$ cat src/sv/tuch_pkg.sv
// ----------------------------------------------------------------------------
// tuch_pkg
// Shared types and constants of the tile command handler: command codes,
// answer framing bytes and the structs passed between frame and answer logic.
// ----------------------------------------------------------------------------
package tuch_pkg;

	// command codes (frame byte 0)
	localparam logic [7:0] CMD_ASSIGN = 8'h01;
	localparam logic [7:0] CMD_EDGE   = 8'h02;
	localparam logic [7:0] CMD_REPORT = 8'h03;
	localparam logic [7:0] CMD_COLOUR = 8'h08;
	localparam logic [7:0] CMD_CALL   = 8'h09;

	// framing
	localparam logic [7:0] ANS_HEAD   = 8'h80;
	localparam logic [7:0] ANS_TAIL   = 8'hA0;
	localparam logic [7:0] ADDR_BCAST = 8'hFF;
	localparam logic [7:0] NEWLINE    = 8'h0A;

	// answer frame geometry
	localparam int ANS_N  = 10;
	localparam int ANS_IW = 4;
	localparam logic [ANS_IW-1:0] ANS_LAST   = ANS_IW'(ANS_N - 1);
	localparam logic [ANS_IW-1:0] ECHO_INIT  = ANS_IW'(ANS_N);
	localparam logic [ANS_IW-1:0] SHORT_LAST = ANS_IW'(2);
	localparam logic [ANS_IW-1:0] LONG_LAST  = ANS_IW'(5);

	// config port
	localparam int APB_AW = 3;

	// answer request from the frame decoder
	typedef struct packed {
		logic        valid;
		logic        is_long;
		logic [7:0]  code;
		logic [31:0] id;
	} tuch_req_t;

	// live pin drive and LED state
	typedef struct packed {
		logic [2:0] drive;
		logic [7:0] red;
		logic [7:0] green;
		logic [7:0] blue;
	} tuch_status_t;

endpackage

$ cat src/sv/tile_uart_command_handler_top.sv
// ----------------------------------------------------------------------------
// tile_uart_command_handler_top
// Tile serial command handler: frames received bytes, decodes commands and
// streams ten-byte answer frames.
// ----------------------------------------------------------------------------
// Usage
//  Input channel (in_valid/in_ready): one received byte per word with the
//   three sensed edge levels. Bytes are taken one per cycle; only a newline
//   that ends a frame waits while an earlier answer is still being built or
//   drained. Echo bytes and ordinary frame bytes are never held off.
//  Output channel (out_valid/out_ready): ten words per answer, last_byte set
//   on the tenth, each carrying the pin drives and LED colour as updated by
//   the command that caused the answer.
//  The answer store is written one byte per cycle (3 or 6 bytes) before it
//   is read back one byte per cycle, so the ten words then follow one per
//   cycle while out_ready holds.
//  Stall: a low out_ready holds the output word; the memory read stage keeps
//   one more word, and reads resume when the output register frees.
//  Reset (arst_n low): frame and answer contents read as zero, addresses and
//   edge mask clear, colour returns to 100/100/100, long_id clears. No
//   clearing pass is needed; the answer store carries a valid bit per byte.
//  Config: APB, long_id at byte address 0; pready is always high.
// ----------------------------------------------------------------------------
module tile_uart_command_handler_top #(
	parameter int FRAME_BYTES = 10
) (
	input  logic                        clk,
	input  logic                        arst_n,
	// APB config
	input  logic                        psel,
	input  logic                        penable,
	input  logic                        pwrite,
	input  logic [tuch_pkg::APB_AW-1:0] paddr,
	input  logic [31:0]                 pwdata,
	output logic [31:0]                 prdata,
	output logic                        pready,
	// received bytes
	input  logic                        in_valid,
	output logic                        in_ready,
	input  logic [7:0]                  rx_byte,
	input  logic                        edge_a_level,
	input  logic                        edge_b_level,
	input  logic                        edge_c_level,
	// answer words
	output logic                        out_valid,
	input  logic                        out_ready,
	output logic [7:0]                  tx_byte,
	output logic                        last_byte,
	output logic                        drive_a,
	output logic                        drive_b,
	output logic                        drive_c,
	output logic [7:0]                  red,
	output logic [7:0]                  green,
	output logic [7:0]                  blue
);
	import tuch_pkg::*;

	logic [31:0]  long_id_q;
	logic         cfg_wr;
	logic         ans_busy;
	tuch_req_t    req;
	tuch_status_t status;

	// register index is paddr[2]; only index 0 exists
	assign cfg_wr = psel && penable && pwrite && pready && !paddr[APB_AW-1];
	assign pready = 1'b1;
	assign prdata = paddr[APB_AW-1] ? 32'h0 : long_id_q;

	always_ff @(posedge clk or negedge arst_n) begin
		if (!arst_n) begin
			long_id_q <= '0;
		end else if (cfg_wr) begin
			long_id_q <= pwdata;
		end
	end

	// frame collection, command decode, tile state
	tuch_frame #(
		.FRAME_BYTES (FRAME_BYTES)
	) u_frame (
		.clk          (clk),
		.arst_n       (arst_n),
		.in_valid     (in_valid),
		.in_ready     (in_ready),
		.rx_byte      (rx_byte),
		.edge_a_level (edge_a_level),
		.edge_b_level (edge_b_level),
		.edge_c_level (edge_c_level),
		.long_id      (long_id_q),
		.ans_busy     (ans_busy),
		.req          (req),
		.status       (status)
	);

	// answer store and output stream
	tuch_answer u_answer (
		.clk       (clk),
		.arst_n    (arst_n),
		.req       (req),
		.status    (status),
		.busy      (ans_busy),
		.out_valid (out_valid),
		.out_ready (out_ready),
		.tx_byte   (tx_byte),
		.last_byte (last_byte),
		.drive_a   (drive_a),
		.drive_b   (drive_b),
		.drive_c   (drive_c),
		.red       (red),
		.green     (green),
		.blue      (blue)
	);

endmodule

$ cat src/sv/tuch_frame.sv
// ----------------------------------------------------------------------------
// tuch_frame
// Collects received bytes into the frame store, skips echo bytes, decodes
// the command on newline and holds short address, edge mask and colour.
// ----------------------------------------------------------------------------
module tuch_frame #(
	parameter int FRAME_BYTES = 10
) (
	input  logic                  clk,
	input  logic                  arst_n,
	input  logic                  in_valid,
	output logic                  in_ready,
	input  logic [7:0]            rx_byte,
	input  logic                  edge_a_level,
	input  logic                  edge_b_level,
	input  logic                  edge_c_level,
	input  logic [31:0]           long_id,
	input  logic                  ans_busy,
	output tuch_pkg::tuch_req_t    req,
	output tuch_pkg::tuch_status_t status
);
	import tuch_pkg::*;

	localparam int IW = $clog2(FRAME_BYTES);
	localparam int PW = $clog2(FRAME_BYTES + 1);
	localparam logic [PW-1:0] POS_MAX = PW'(FRAME_BYTES);

	logic [7:0]        frame_q [FRAME_BYTES];
	logic [7:0]        fn [FRAME_BYTES];
	logic [PW-1:0]     pos_q;
	logic [ANS_IW-1:0] echo_q;
	logic [7:0]        short_q;
	logic [7:0]        mask_q;
	logic [7:0]        red_q, green_q, blue_q;
	tuch_req_t         req_q, req_d;
	logic              accept, in_echo, is_nl, store_ok, addressed, fire;
	logic [7:0]        id0, id1, id2, cmd;

	always_comb begin
		id0 = long_id[31:24];
		id1 = long_id[23:16];
		id2 = long_id[15:8];
		in_echo  = echo_q != '0;
		is_nl    = rx_byte == NEWLINE;
		// a newline may start an answer, so it waits for the answer unit
		in_ready = in_echo || !is_nl || !(ans_busy || req_q.valid);
		accept   = in_valid && in_ready;
		store_ok = pos_q < POS_MAX;
		// frame as it stands after this byte is written
		for (int k = 0; k < FRAME_BYTES; k++) begin
			fn[k] = (store_ok && pos_q[IW-1:0] == IW'(k)) ? rx_byte : frame_q[k];
		end
		cmd       = fn[0];
		addressed = fn[1] == short_q || fn[1] == ADDR_BCAST;
		req_d.valid   = 1'b0;
		req_d.is_long = 1'b0;
		req_d.code    = cmd;
		req_d.id      = long_id;
		case (cmd)
			CMD_ASSIGN: req_d.valid = fn[2] == id0 && fn[3] == id1 && fn[4] == id2;
			CMD_EDGE:   req_d.valid = addressed;
			CMD_REPORT: begin
				req_d.valid   = mask_q == '0 && short_q == '0 &&
					(!edge_a_level || !edge_b_level || !edge_c_level);
				req_d.is_long = 1'b1;
			end
			CMD_COLOUR: req_d.valid = addressed;
			CMD_CALL:   req_d.valid = short_q == '0;
			default:    req_d.valid = 1'b0;
		endcase
		fire = accept && !in_echo && is_nl && req_d.valid;
	end

	always_ff @(posedge clk or negedge arst_n) begin
		if (!arst_n) begin
			for (int k = 0; k < FRAME_BYTES; k++) frame_q[k] <= '0;
			pos_q   <= '0;
			echo_q  <= '0;
			short_q <= '0;
			mask_q  <= '0;
			red_q   <= 8'd100;
			green_q <= 8'd100;
			blue_q  <= 8'd100;
			req_q   <= '0;
		end else begin
			req_q.valid <= fire;
			if (fire) begin
				req_q.is_long <= req_d.is_long;
				req_q.code    <= req_d.code;
				req_q.id      <= req_d.id;
			end
			if (accept) begin
				if (in_echo) begin
					echo_q <= echo_q - 1'b1;
				end else begin
					if (store_ok) frame_q[pos_q[IW-1:0]] <= rx_byte;
					if (!is_nl) begin
						if (store_ok) pos_q <= pos_q + 1'b1;
					end else begin
						pos_q <= '0;
						if (fire) begin
							echo_q <= ECHO_INIT;
							case (cmd)
								CMD_ASSIGN: short_q <= fn[6];
								CMD_EDGE:   mask_q  <= fn[2];
								CMD_COLOUR: begin
									red_q   <= fn[2];
									green_q <= fn[3];
									blue_q  <= fn[4];
								end
								default: ;
							endcase
						end
					end
				end
			end
		end
	end

	assign req          = req_q;
	assign status.drive = mask_q[2:0];
	assign status.red   = red_q;
	assign status.green = green_q;
	assign status.blue  = blue_q;

	a_fire_req: assert property (@(posedge clk) disable iff (!arst_n)
		fire |=> req_q.valid && echo_q == ECHO_INIT)
		else $error("answer request or echo window missing after decode");

	a_pos_bound: assert property (@(posedge clk) disable iff (!arst_n)
		accept && !in_echo && is_nl |=> pos_q == '0)
		else $error("frame position not cleared by newline");

	a_pos_sat: assert property (@(posedge clk) disable iff (!arst_n)
		pos_q <= POS_MAX)
		else $error("frame position past end of frame store");

endmodule

$ cat src/sv/tuch_answer.sv
// ----------------------------------------------------------------------------
// tuch_answer
// Answer store in a single-port-write, registered-read memory. Builds the
// requested answer bytes into it, then streams all ten bytes out.
// ----------------------------------------------------------------------------
module tuch_answer (
	input  logic                   clk,
	input  logic                   arst_n,
	input  tuch_pkg::tuch_req_t    req,
	input  tuch_pkg::tuch_status_t status,
	output logic                   busy,
	output logic                   out_valid,
	input  logic                   out_ready,
	output logic [7:0]             tx_byte,
	output logic                   last_byte,
	output logic                   drive_a,
	output logic                   drive_b,
	output logic                   drive_c,
	output logic [7:0]             red,
	output logic [7:0]             green,
	output logic [7:0]             blue
);
	import tuch_pkg::*;

	localparam logic [1:0] PH_IDLE  = 2'd0;
	localparam logic [1:0] PH_BUILD = 2'd1;
	localparam logic [1:0] PH_DRAIN = 2'd2;

	logic [7:0]        mem [ANS_N];
	logic [ANS_N-1:0]  vld_q;
	logic [1:0]        phase_q;
	logic              long_q;
	logic [7:0]        code_q;
	logic [31:0]       id_q;
	logic [ANS_IW-1:0] wr_idx_q, rd_idx_q, wr_last;
	logic [7:0]        wr_data;
	logic              rd_valid_s1, rd_vld_s1, rd_last_s1;
	logic [7:0]        rd_data_s1;
	logic              out_valid_q;
	logic              move, issue, wr_en;

	always_comb begin
		wr_last = long_q ? LONG_LAST : SHORT_LAST;
		case (wr_idx_q)
			ANS_IW'(0): wr_data = ANS_HEAD;
			ANS_IW'(1): wr_data = long_q ? id_q[31:24] : code_q;
			ANS_IW'(2): wr_data = long_q ? id_q[23:16] : ANS_TAIL;
			ANS_IW'(3): wr_data = id_q[15:8];
			ANS_IW'(4): wr_data = id_q[7:0];
			ANS_IW'(5): wr_data = ANS_TAIL;
			default:    wr_data = '0;
		endcase
		wr_en = phase_q == PH_BUILD;
		move  = rd_valid_s1 && (!out_valid_q || out_ready);
		issue = phase_q == PH_DRAIN && (!rd_valid_s1 || move);
		busy  = phase_q != PH_IDLE || rd_valid_s1 || out_valid_q;
	end

	// answer store
	always_ff @(posedge clk) begin
		if (wr_en) mem[wr_idx_q] <= wr_data;
		if (issue) rd_data_s1 <= mem[rd_idx_q];
	end

	always_ff @(posedge clk or negedge arst_n) begin
		if (!arst_n) begin
			phase_q     <= PH_IDLE;
			vld_q       <= '0;
			wr_idx_q    <= '0;
			rd_idx_q    <= '0;
			rd_valid_s1 <= 1'b0;
			rd_vld_s1   <= 1'b0;
			rd_last_s1  <= 1'b0;
			out_valid_q <= 1'b0;
			long_q      <= 1'b0;
			code_q      <= '0;
			id_q        <= '0;
		end else begin
			case (phase_q)
				PH_IDLE: begin
					if (req.valid) begin
						phase_q  <= PH_BUILD;
						wr_idx_q <= '0;
						long_q   <= req.is_long;
						code_q   <= req.code;
						id_q     <= req.id;
					end
				end
				PH_BUILD: begin
					vld_q[wr_idx_q] <= 1'b1;
					wr_idx_q        <= wr_idx_q + 1'b1;
					if (wr_idx_q == wr_last) begin
						phase_q  <= PH_DRAIN;
						rd_idx_q <= '0;
					end
				end
				PH_DRAIN: begin
					if (issue) begin
						rd_idx_q <= rd_idx_q + 1'b1;
						if (rd_idx_q == ANS_LAST) phase_q <= PH_IDLE;
					end
				end
				default: phase_q <= PH_IDLE;
			endcase

			if (issue) begin
				rd_valid_s1 <= 1'b1;
				rd_vld_s1   <= vld_q[rd_idx_q];
				rd_last_s1  <= rd_idx_q == ANS_LAST;
			end else if (move) begin
				rd_valid_s1 <= 1'b0;
			end

			if (move)           out_valid_q <= 1'b1;
			else if (out_ready) out_valid_q <= 1'b0;
		end
	end

	// output word register
	always_ff @(posedge clk) begin
		if (move) begin
			tx_byte   <= rd_vld_s1 ? rd_data_s1 : 8'h00;
			last_byte <= rd_last_s1;
			drive_a   <= status.drive[0];
			drive_b   <= status.drive[1];
			drive_c   <= status.drive[2];
			red       <= status.red;
			green     <= status.green;
			blue      <= status.blue;
		end
	end

	assign out_valid = out_valid_q;

	a_req_idle: assert property (@(posedge clk) disable iff (!arst_n)
		req.valid |-> !busy)
		else $error("answer request while answer unit busy");

	a_rd_bound: assert property (@(posedge clk) disable iff (!arst_n)
		issue |-> rd_idx_q <= ANS_LAST)
		else $error("answer read past last byte");

	a_last_gap: assert property (@(posedge clk) disable iff (!arst_n)
		out_valid_q && out_ready && last_byte |=> !out_valid_q)
		else $error("word follows directly after last answer byte");

endmodule
$ cat config.mk
export PLATFORM = sky130hd
export DESIGN_NAME = tile_uart_command_handler_top
export DESIGN_NICKNAME = d
export VERILOG_FILES = /design/src/sv/tuch_pkg.sv /design/src/sv/tile_uart_command_handler_top.sv /design/src/sv/tuch_frame.sv /design/src/sv/tuch_answer.sv
export SDC_FILE = /design/constraint.sdc
export NUM_CORES = 1
export LEC_CHECK = 0
export ABC_AREA = 1
export BUFFER_PORTS_ARGS = -buffer_cell sky130_fd_sc_hd__buf_4
export CELL_PAD_IN_SITES_DETAIL_PLACEMENT = 1
export CELL_PAD_IN_SITES_GLOBAL_PLACEMENT = 1
export CORE_MARGIN = 5
export CORE_UTILIZATION = 42
export CTS_CLUSTER_SIZE = 25
export DETAILED_ROUTE_END_ITERATION = 8
export PLACE_DENSITY_LB_ADDON = 0.1
export SLEW_MARGIN = 30
export SYNTH_ARGS = -nofsm -noshare
export SYNTH_HDL_FRONTEND = slang
export SYNTH_SLANG_ARGS = --single-unit
$ cat constraint.sdc
create_clock -name clk -period 2.6 [get_ports clk]
set_input_delay 0 -clock clk [delete_from_list [all_inputs] [get_ports clk]]
set_output_delay 0 -clock clk [all_outputs]
set_load 0.1 [all_outputs]
## After elaboration in Yosys (flattened, before gate mapping)

Memory sizes are Yosys's and may differ from the RTL's. A register that Yosys moved wholly into a read port is not among the register bits.
Cells that the tools add are included.

| operators by class | value |
|---|---|
| add/subtract/negate cells | 4 |
| $mul | 0 |
| divide/modulo/power cells | 0 |
| magnitude comparators | 6 |
| equal/unequal tests | 29 |
| shift operators | 0 |
| muxes and demuxes | 41 |
| bitwise logic cells | 3 |
| reduce and logical (&&, ||, !) cells | 65 |

Operators by type and width:

| operator | count |
|---|---|
| $bwmux W80 | 1 |
| $mux W8 | 9 |
| $pmux W8 S6 | 1 |
| $demux W8 S4 | 1 |
| $eq A8 B8 Y1 | 4 |
| $mux W32 | 1 |
| $mux W4 | 8 |
| $eq A8 B4 Y1 const B | 3 |
| $logic_and A1 B1 Y1 | 21 |
| $eq A4 B2 Y1 const B | 4 |
| $eq A4 B3 Y1 const B | 4 |
| $eq A8 B2 Y1 const B | 2 |
| $logic_not A8 Y1 | 2 |
| $pmux W4 S2 | 2 |
| $reduce_bool A2 Y1 | 8 |
| $reduce_and A5 Y1 | 3 |
| $add A4 B1 Y4 const B | 3 |
| $reduce_and A3 Y1 | 4 |
| $logic_or A1 B1 Y1 | 10 |
| $lt A4 B5 Y1 const B | 2 |
| $or A10 B10 Y10 | 1 |
| $logic_not A1 Y1 | 9 |
| $mux W1 | 9 |
| $eq A4 B1 Y1 const B | 2 |
| 27 further kinds | 34 |

| storage, ports and cells | value |
|---|---|
| register bits | 303 |
| bits in latches | 0 |
| memory bits (writable) | 80 |
| bits in read-only memories | 0 |
| input bits | 53 |
| output and inout bits | 71 |
| word-level logic and storage cells | 190 |
| memories | 1 |

Memory list:

| memory | depth | bits a word | rd ports | clocked after Yosys merged registers in | wr ports | RTL line | source |
|---|---|---|---|---|---|---|---|
| u_answer.mem | 10 | 8 | 1 | 1 | 1 | tuch_answer.sv:29 | `logic [7:0] mem [ANS_N];` |

## Depth between registers and ports, before layout

Gate-level depths: netlist (run 1).

| logic depth | value |
|---|---|
| depth after elaboration | 13 |
| gate-level depth with buffers | 19 |

## By module

A second synthesis (run 1) with hierarchy kept.

| unflattened totals | value |
|---|---|
| cells, all modules | 1910 |
| area total of the unflattened synthesis | 16615.9 µm² |

Modules (own cells, without submodules):

| module | times used | cells each | area each (µm²) | seq. area each (µm²) |
|---|---|---|---|---|
| tuch_answer | 1 | 717 | 7699.9 | 5350.1 |
| tuch_frame | 1 | 981 | 7329.5 | 3464.6 |
| tile_uart_command_handler_top | 1 | 212 | 1586.5 | 800.8 |

## Least setup slack after synthesis (run 1)

Ideal clock, no wire load.

| timing path | value |
|---|---|
| path kind | flip-flop to flip-flop |
| start | register u_answer.out_valid_q, in the netlist u_answer.out_valid |
| end | register u_frame.frame_q[45] in the netlist's numbering |
| setup time | 119 ps |
| data arrival time | 3874 ps |
| data required time | 2481 ps |
| slack | -1393 ps |
| cell stages (with the launch flop) | 7 |
| buffers on the path | 1 |
| period minus slack after synthesis | 3993 ps |
| cell sequence | dfrtp_1 -> o211ai_1 -> nand4_1 -> nor2_1 -> buf_2 -> nand2_1 -> o21a_1 |

| between the ends | value |
|---|---|
| cells in the longest elaborated chain, start to end | 6 |

RTL lines:

| item | RTL line | source |
|---|---|---|
| from (decl) | tuch_answer.sv:39 | `logic out_valid_q;` |
| from (signal assigned) | tuch_answer.sv:74 | `out_valid_q <= 1'b0;` |
| from (signal assigned) | tuch_answer.sv:114 | `if (move) out_valid_q <= 1'b1;` |
| from (signal assigned) | tuch_answer.sv:115 | `else if (out_ready) out_valid_q <= 1'b0;` |
| $logic_or A1 B1 Y1 | tuch_answer.sv:56 | `busy = phase_q != PH_IDLE \|\| rd_valid_s1 \|\| out_valid_q;` |
| $logic_or A1 B1 Y1 | tuch_frame.sv:46 | `in_ready = in_echo \|\| !is_nl \|\| !(ans_busy \|\| req_q.valid);` |
| $logic_not A1 Y1 | tuch_frame.sv:46 |  |
| $logic_or A1 B1 Y1 | tuch_frame.sv:46 |  |
| named net in_ready | tile_uart_command_handler_top.sv:39 | `output logic in_ready,` |
| $logic_and A1 B1 Y1 | tuch_frame.sv:47 | `accept = in_valid && in_ready;` |
| $reduce_and A3 Y1 (no line) | -- |  |
| to (signal, indexed assignment) | tuch_frame.sv:96 | `if (store_ok) frame_q[pos_q[IW-1:0]] <= rx_byte;` |
| to (decl) | tuch_frame.sv:28 | `logic [7:0] frame_q [FRAME_BYTES];` |

The timed path passes the listed nets, and every way through them passes these cells.
A chain may end at the register's enable or synchronous reset.

## Worst setup path in the final report (run 1)

| timing path | value |
|---|---|
| start | register u_frame.pos_q[1] |
| end | register u_frame.blue_q[1] |

| between the ends | value |
|---|---|
| cells in the longest elaborated chain, start to end | 9 |

RTL lines:

| item | RTL line | source |
|---|---|---|
| from (decl) | tuch_frame.sv:30 | `logic [PW-1:0] pos_q;` |
| from (signal assigned) | tuch_frame.sv:98 | `if (store_ok) pos_q <= pos_q + 1'b1;` |
| $lt A4 B4 Y1 / $eq A4 B2 Y1 (equally long branches) | tuch_frame.sv:48, tuch_frame.sv:51 |  |
| $logic_and A1 B1 Y1 | tuch_frame.sv:51 | `fn[k] = (store_ok && pos_q[IW-1:0] == IW'(k)) ? rx_byte : frame_q[k];` |
| $mux W8 | tuch_frame.sv:51 |  |
| $eq A8 B8 Y1 | tuch_frame.sv:60 | `CMD_ASSIGN: req_d.valid = fn[2] == id0 && fn[3] == id1 && fn[4] == id2;` |
| $logic_and A1 B1 Y1 (2 in series) | tuch_frame.sv:60 |  |
| $pmux W1 S4 | tuch_frame.sv:59 | `case (cmd)` |
| $logic_and A1 B1 Y1 | tuch_frame.sv:71 | `fire = accept && !in_echo && is_nl && req_d.valid;` |
| $reduce_and A5 Y1 (no line) | -- |  |
| to (signal assigned) | tuch_frame.sv:109 | `blue_q <= fn[4];` |
| to (decl) | tuch_frame.sv:34 | `logic [7:0] red_q, green_q, blue_q;` |

Parallel ways exist; a longest one is shown, timed or not.

==> results.yml, run 1 <==
clock_network:
  clk-insertion-delay-late_ns: 0.55
  clock_sinks: 359
  clk_path_buf_depth: 3
  clkTransAtPathRegs_ns: 0.06
  cts_tree: "done"
  cts_root_buffer: "clkbuf_16"
  h-tree-depth: 2
  cts_made_buffers: 39
power_and_ir_drop:
  p_comb_frac: 0.382
  clockPowerShare: 0.268
  internal_power_mw: 12.5
  p_leak_nw: 9.37
  peakVddDrop_v: 0.000497
  switching_share: 0.396
  p_per_area_nw_per_um2: 1020
  pwr-share-seq: 0.350
  p_sw_mw: 8.19
die:
  floorplan.initialDensity: 0.424
  io_pins: 124
  die_h_um: 205
  die-width_um: 205
  dieArea_um2: 41800
  core_area_um2: 37500
  placementRows: 71
critical_path:
  reg2reg_from: "u_frame.pos_q[1]"
  worstPathMaxFanout: 16
  reg2reg_to: "u_frame.blue_q[1]"
  cp.arrival_ns: 3.02
  worstSetupPathType: "flip-flop to flip-flop"
  reg2reg_slack_ns: 0.06
  startpoint_type: "flip-flop"
  end_kind: "flip-flop"
  worstPathRequired_ns: 3.08
  reg2reg_depth: 18
routing:
  drt_iter0_markers: 1069
  final_antenna_net_count: 0
  wirelength_mm: 51.7
  drc: 0
  viasPerCell: 5.31
  post_drt_wl_per_cell_um: 20.3
  drt_first_pass_iters: 5
  num_vias: 13491
timing:
  timing.fmax_ghz: 0.394
  finalSetupViolCount: 0
  rsz0062_at_grt: "yes"
  period_share: 0.976
  finalHoldViolCount: 0
  worst_pin_slew_ns: 0.646
  relSlewSlack: 0.569
  fin_skew_ns: 0.0113
  finalCriticalPeriod_ns: 2.54
  tns_ns: 0
  hold_slack_ns: 0.00899
  drv_slew: 0
global_routing:
  antenna_found_initial: 0
  grt_pass1_wl_mm: 80.3
  track_usage: 0.245
  grt_max_degree: 75
  grt_overflow_total: 0
  first_global_vias: 13909
placement:
  port_buffers: 120
  routabilityCongestion: 0.876
  hpwl_mm: 35.4
final_layout:
  insertedDiodeCount: 0
  layout.nets: 2063
  syn_to_final_growth_pct: 27.4
  layout-drive-gt1-share: 0.193
  multi_input_area_um2: 5700
  n_fill_cell: 4300
  regArea_um2: 9620
synthesis:
  ys_seq_area_frac: 0.605
  yosysTopAreaCell: "dfrtp_1"
  avgSynthCellArea_um2: 9.07
  yosysMostFrequentCell: "nand2_1"
  synth_enable_flop_cells: 124
  synth_top_area_share: 0.356
  netlist_top_cells_count: "548 x nand2_1, 226 x dfrtp_1, 173 x nor2_1, 125 x inv_1, 124 x edfxtp_1"
  yosys-top-cells-area: "dfrtp_1 36%, edfxtp_1 23%, nand2_1 13%"
  synthFlopType: "dfrtp_1"
  synth.distinct_cells: 44
  ys_seq_elements: 359
  synth_cells: 1752
  syn-num-nets: 1816
  async_flop_share: 0.655
  synthesis.area_um2: 15900
  ys_warn_count: 0
run_status:
  status: "complete, no violations"
min_path:
  hold_path_class: "input pin to asynchronous set/reset pin"
flow_run:
  cap_violations: 0
## worst max-delay path, cell delays in order, from the launching register on
cell	delay (ns)
dfrtp_1	0.40
buf_4	0.16
ha_4	0.17
nand2_4	0.11
clkbuf_16	0.15
nand2_1	0.06
nand2_1	0.14
nand2_1	0.07
nand2_1	0.08
nand2_1	0.07
nor2_1	0.13
nand2_1	0.09
nor2_2	0.09
nand2_2	0.09
nand3_4	0.13
buf_8	0.17
buf_6	0.17
nand4_1	0.11
nand2_1	0.09
## logic make-up after synthesis
logic type,share of synthesized area
compound gates,0.0882
xor+xnor,0.00165
fa+ha+maj,0.00866
buf+inv,0.0557
flops,0.605
mux,0.000630
other cells,0.000236
simple gates,0.240
## worst max-delay path by stage
stage / cells after the start / start / slack [ns] / to
after global routing: 19 / u_frame.pos_q[3] / -0.06 / u_frame.red_q[2]
after floorplan: 6 / u_answer.out_valid / -1.10 / u_frame.frame_q[45]
after detailed placement: 19 / u_frame.pos_q[0] / -0.15 / u_frame.red_q[1]
after CTS: 17 / u_frame.pos_q[0] / 0.004 / u_frame.req[7]
final: 18 / u_frame.pos_q[1] / 0.06 / u_frame.blue_q[1]
after global placement: 18 / u_frame.pos_q[0] / -0.07 / u_frame.blue_q[3]
## flip-flops by register name, summed over array words and instances (netlist names), 10 cells and up
signal           cells
long_id_q           32
u_answer.id_q       32
u_answer.mem        80
u_answer.vld_q      10
u_frame.frame_q     48
u_frame.req         42
## area by class of cell
type,count,share of cell area
Sequential cell,359,0.475
Multi-Input combinational cell,1181,0.282
Inverter,129,0.0242
Clock buffer,55,0.0572
Clock inverter,16,0.00618
Tap cell,511,0.0316
Timing Repair Buffer,289,0.124
## stage by stage
| step | util | area, µm² | std cells | setup slack, ns | power (mW) |
|---|---|---|---|---|---|
| 6_report | 0.540 | 20200 | 2540 | 0.0627 | 20.7 |
| 5_1_grt | 0.540 | 20200 | 2540 | -0.0579 | 21.7 |
| 4_1_cts | 0.529 | 19800 | 2521 | 0.00424 | 20.1 |
| 3_5_place_dp | 0.481 | 18000 | 2405 | -0.150 | 14.4 |
| 3_3_place_gp | 0.481 | 18000 | 2405 | -0.0724 | 14.2 |
| 2_1_floorplan | - | 16000 | 1752 | -1.10 | 11.7 |
## power by group through the flow
stage          clock network (mW)  registers [mW]  logic (mW)
3_3_place_gp                    0            7.29        6.94
5_1_grt                      5.94            7.31        8.49
3_5_place_dp                    0            7.32        7.11
6_report                     5.55            7.23        7.89
2_1_floorplan                   0            8.11        3.61
4_1_cts                      5.67            7.22        7.26
## layout by cell type (no fill, tap or decap), types with 25 or more instances in the layout
master,count
nand4_1,62
buf_4,224
o21ai_1,38
nand2_2,25
clkbuf_16,46
nor2_1,169
o22ai_1,26
a21oi_1,38
o21ai_0,100
nand3_1,90
dlygate4sd3_1,43
dfrtp_1,223
edfxtp_1,124
inv_1,121
nand2_1,520
o21a_1,31
## metal layers
metal,GRT usage,vias to the layer above,wire length (µm)
met4,0.0756,0,1560
met1,0.363,6703,24300
met2,0.373,381,22700
li1,-,6308,-
met3,0.0404,99,3130
met5,0,-,0
## repair_timing
item / in CTS / in global routing
buffers inserted: 0 / 12
pin swaps: 1 / 6
endpoints found under the hold margin: 248 / 0
hold buffers: 43 / 0
cloned: 2 / 7
setup endpoints to repair: 64 / 85
gates resized for setup: 10 / 55
Note: power is estimated with default switching activity, not from simulation.
==> inputs of run 2 (changes only) <==
--- a/config.mk
+++ b/config.mk
@@ -13,7 +13,8 @@
 export CORE_UTILIZATION = 42
 export CTS_CLUSTER_SIZE = 25
 export DETAILED_ROUTE_END_ITERATION = 8
-export PLACE_DENSITY_LB_ADDON = 0.1
+export GPL_TIMING_DRIVEN = 0
+export PLACE_DENSITY = 0.82
 export SLEW_MARGIN = 30
 export SYNTH_ARGS = -nofsm -noshare
 export SYNTH_HDL_FRONTEND = slang
==> results.yml, run 2 (same netlist as run 1, synthesis figures left out) <==
final_layout:
  syn_to_final_growth_pct: 32.1
  final_cell_mix: "429 x nand2_1, 222 x dfrtp_1, 174 x buf_4"
  multi_input_area_um2: 6270
  layout-drive-gt1-share: 0.260
  largest_register: "u_answer.mem"
  regArea_um2: 9620
  largest_reg_flops: 80
  finalNonFillerCells: 2573
  n_fill_cell: 4245
  insertedDiodeCount: 0
  final_common_cell: "nand2_1"
  postLayoutCoreUtil: 0.560
  layout.nets: 2094
critical_path:
  cpMostUsedCell: "nand2_1"
  worstPathMaxFanout: 8
  reg2reg_slack_ns: -0.20
  reg2reg_from: "u_frame.pos_q[0]"
  critical_path.slowest_cell: "dfrtp_2"
  reg2reg_depth: 18
  end_kind: "flip-flop"
  cp.arrival_ns: 3.24
  worstSetupPathType: "flip-flop to flip-flop"
  reg2reg_to: "u_frame.short_q[6]"
  worstPathRequired_ns: 3.04
  startpoint_type: "flip-flop"
  cpPeakStageDelay_ns: 0.46
  crit_chain: "inv_4 > ha_4 > nand2_8 > buf_6 > nand2_2 > o21ai_4 > inv_2 > nand2_1 > inv_2 > nand2_1 > nand2_1 > nand2_1 > nand3_4 > buf_4 > buf_4 > nand3_4 > nand2_1 > nand2_1"
timing:
  finalSetupViolCount: 88
  finalHoldViolCount: 0
  drv_slew: 0
  period_share: 1.08
  rsz0062_at_grt: "yes"
  timing.final.ws_setup_ns: -0.203
  worst_pin_slew_ns: 0.969
  fin_skew_ns: 0.0214
  tns_ns: -11.57
  timing.fmax_ghz: 0.357
  finalCriticalPeriod_ns: 2.80
  relSlewSlack: 0.354
power_and_ir_drop:
  pwr-share-seq: 0.332
  switching_share: 0.420
  p_leak_nw: 9.49
  p_sw_mw: 9.20
  p_per_area_nw_per_um2: 1040
  power_mw: 21.9
  p_comb_frac: 0.411
  internal_power_mw: 12.7
  clockPowerShare: 0.257
  peakVddDrop_v: 0.000746
placement:
  hpwl_mm: 38.3
  dp.cells: 2379
  port_buffers: 113
  routabilityCongestion: 0.927
global_routing:
  grt_max_degree: 90
  antenna_found_initial: 0
  grt_pass1_wl_mm: 88.2
  grt_overflow_total: 0
  first_global_vias: 15416
  track_usage: 0.270
die:
  placementRows: 71
  die_h_um: 205
  die-width_um: 205
  floorplan.initialDensity: 0.424
  dieArea_um2: 41800
  io_pins: 124
  core_area_um2: 37500
routing:
  post_drt_wl_per_cell_um: 23.6
  num_vias: 14583
  drt_iter0_markers: 1320
  viasPerCell: 5.67
  wirelength_mm: 60.8
  drc: 0
  final_antenna_net_count: 0
  drt_first_pass_iters: 7
clock_network:
  cts_root_buffer: "clkbuf_16"
  h-tree-depth: 2
  clkTransAtPathRegs_ns: 0.07
  clk_path_buf_depth: 3
  clock_sinks: 359
  cts_tree: "done"
  cts_made_buffers: 40
  clk-insertion-delay-late_ns: 0.56
run_status:
  status: "finished, violations left"
  violations: "negative setup slack"
min_path:
  hold_path_class: "input pin to asynchronous set/reset pin"
flow_run:
  cap_violations: 0
run 2: worst max path at each step:
stage / end / start / cells past startpoint / slack, ns
2_1_floorplan: u_frame.frame_q[45] / u_answer.out_valid / 6 / -1.10
3_3_place_gp: u_answer.drive_a / u_answer.out_valid / 1 / -0.87
3_5_place_dp: u_frame.req[11] / u_frame.pos_q[1] / 17 / -0.79
4_1_cts: u_answer.mem[8][0] / u_answer.phase_q[1] / 4 / 0.004
5_1_grt: u_frame.blue_q[3] / u_frame.pos_q[0] / 18 / -0.29
6_report: u_frame.short_q[6] / u_frame.pos_q[0] / 18 / -0.20
run 2: worst max-delay path: cells and delay by family, from the launching register on:
| kind | cells | cell delay (ns) |
|---|---|---|
| AOI/OAI and AO/OA | 1 | 0.11 |
| adders and majority gates | 1 | 0.24 |
| buffers and inverters | 6 | 0.78 |
| DFF | 1 | 0.46 |
| and+or+nand+nor | 10 | 1.09 |
run 2: power by group through the flow:
stage | clock [mW] | combinational [mW] | sequential [mW]
after floorplan | 0 | 3.61 | 8.11
after global placement | 0 | 6.38 | 7.22
after detailed placement | 0 | 6.60 | 7.26
after CTS | 5.64 | 7.91 | 7.19
after global routing | 5.94 | 9.41 | 7.32
final | 5.63 | 9.00 | 7.27
run 2: what timing repair did:
action | CTS | global route
setup endpoints to repair | 153 | 168
buffers inserted | 57 | 18
hold buffers | 41 | 0
gates resized for setup | 127 | 188
pin swaps | 50 | 38
endpoints found under the hold margin | 195 | 0
gates cloned | 4 | 4
run 2: cell type report:
| cell class | count | share of cell area |
|---|---|---|
| sequential | 359 | 0.458 |
| multi-input combinational | 1177 | 0.298 |
| timing repair buffer | 240 | 0.102 |
| clock buffer | 52 | 0.0522 |
| tap | 511 | 0.0305 |
| buffer | 83 | 0.0256 |
| inverter | 129 | 0.0240 |
| clock inverter | 22 | 0.00912 |
run 2: metrics by stage:
| stage | hold slack (ns) | area [µm²] | setup WS (ns) |
|---|---|---|---|
| 6_report | 0.0169 | 21000 | -0.203 |
| 5_1_grt | 0.0611 | 21000 | -0.293 |
| 4_1_cts | 0.0266 | 20200 | 0.00360 |
| 3_5_place_dp | 0.0137 | 17600 | -0.794 |
| 3_3_place_gp | 0.251 | 17500 | -0.873 |
| 2_1_floorplan | -0.296 | 16000 | -1.10 |
run 2: per-layer routing:
metal,vias to the layer above,track usage,part of all wire
met5,-,0,0
met4,0,0.0888,0.044
met3,211,0.0651,0.090
met2,738,0.444,0.47
met1,7274,0.354,0.39
li1,6360,-,-
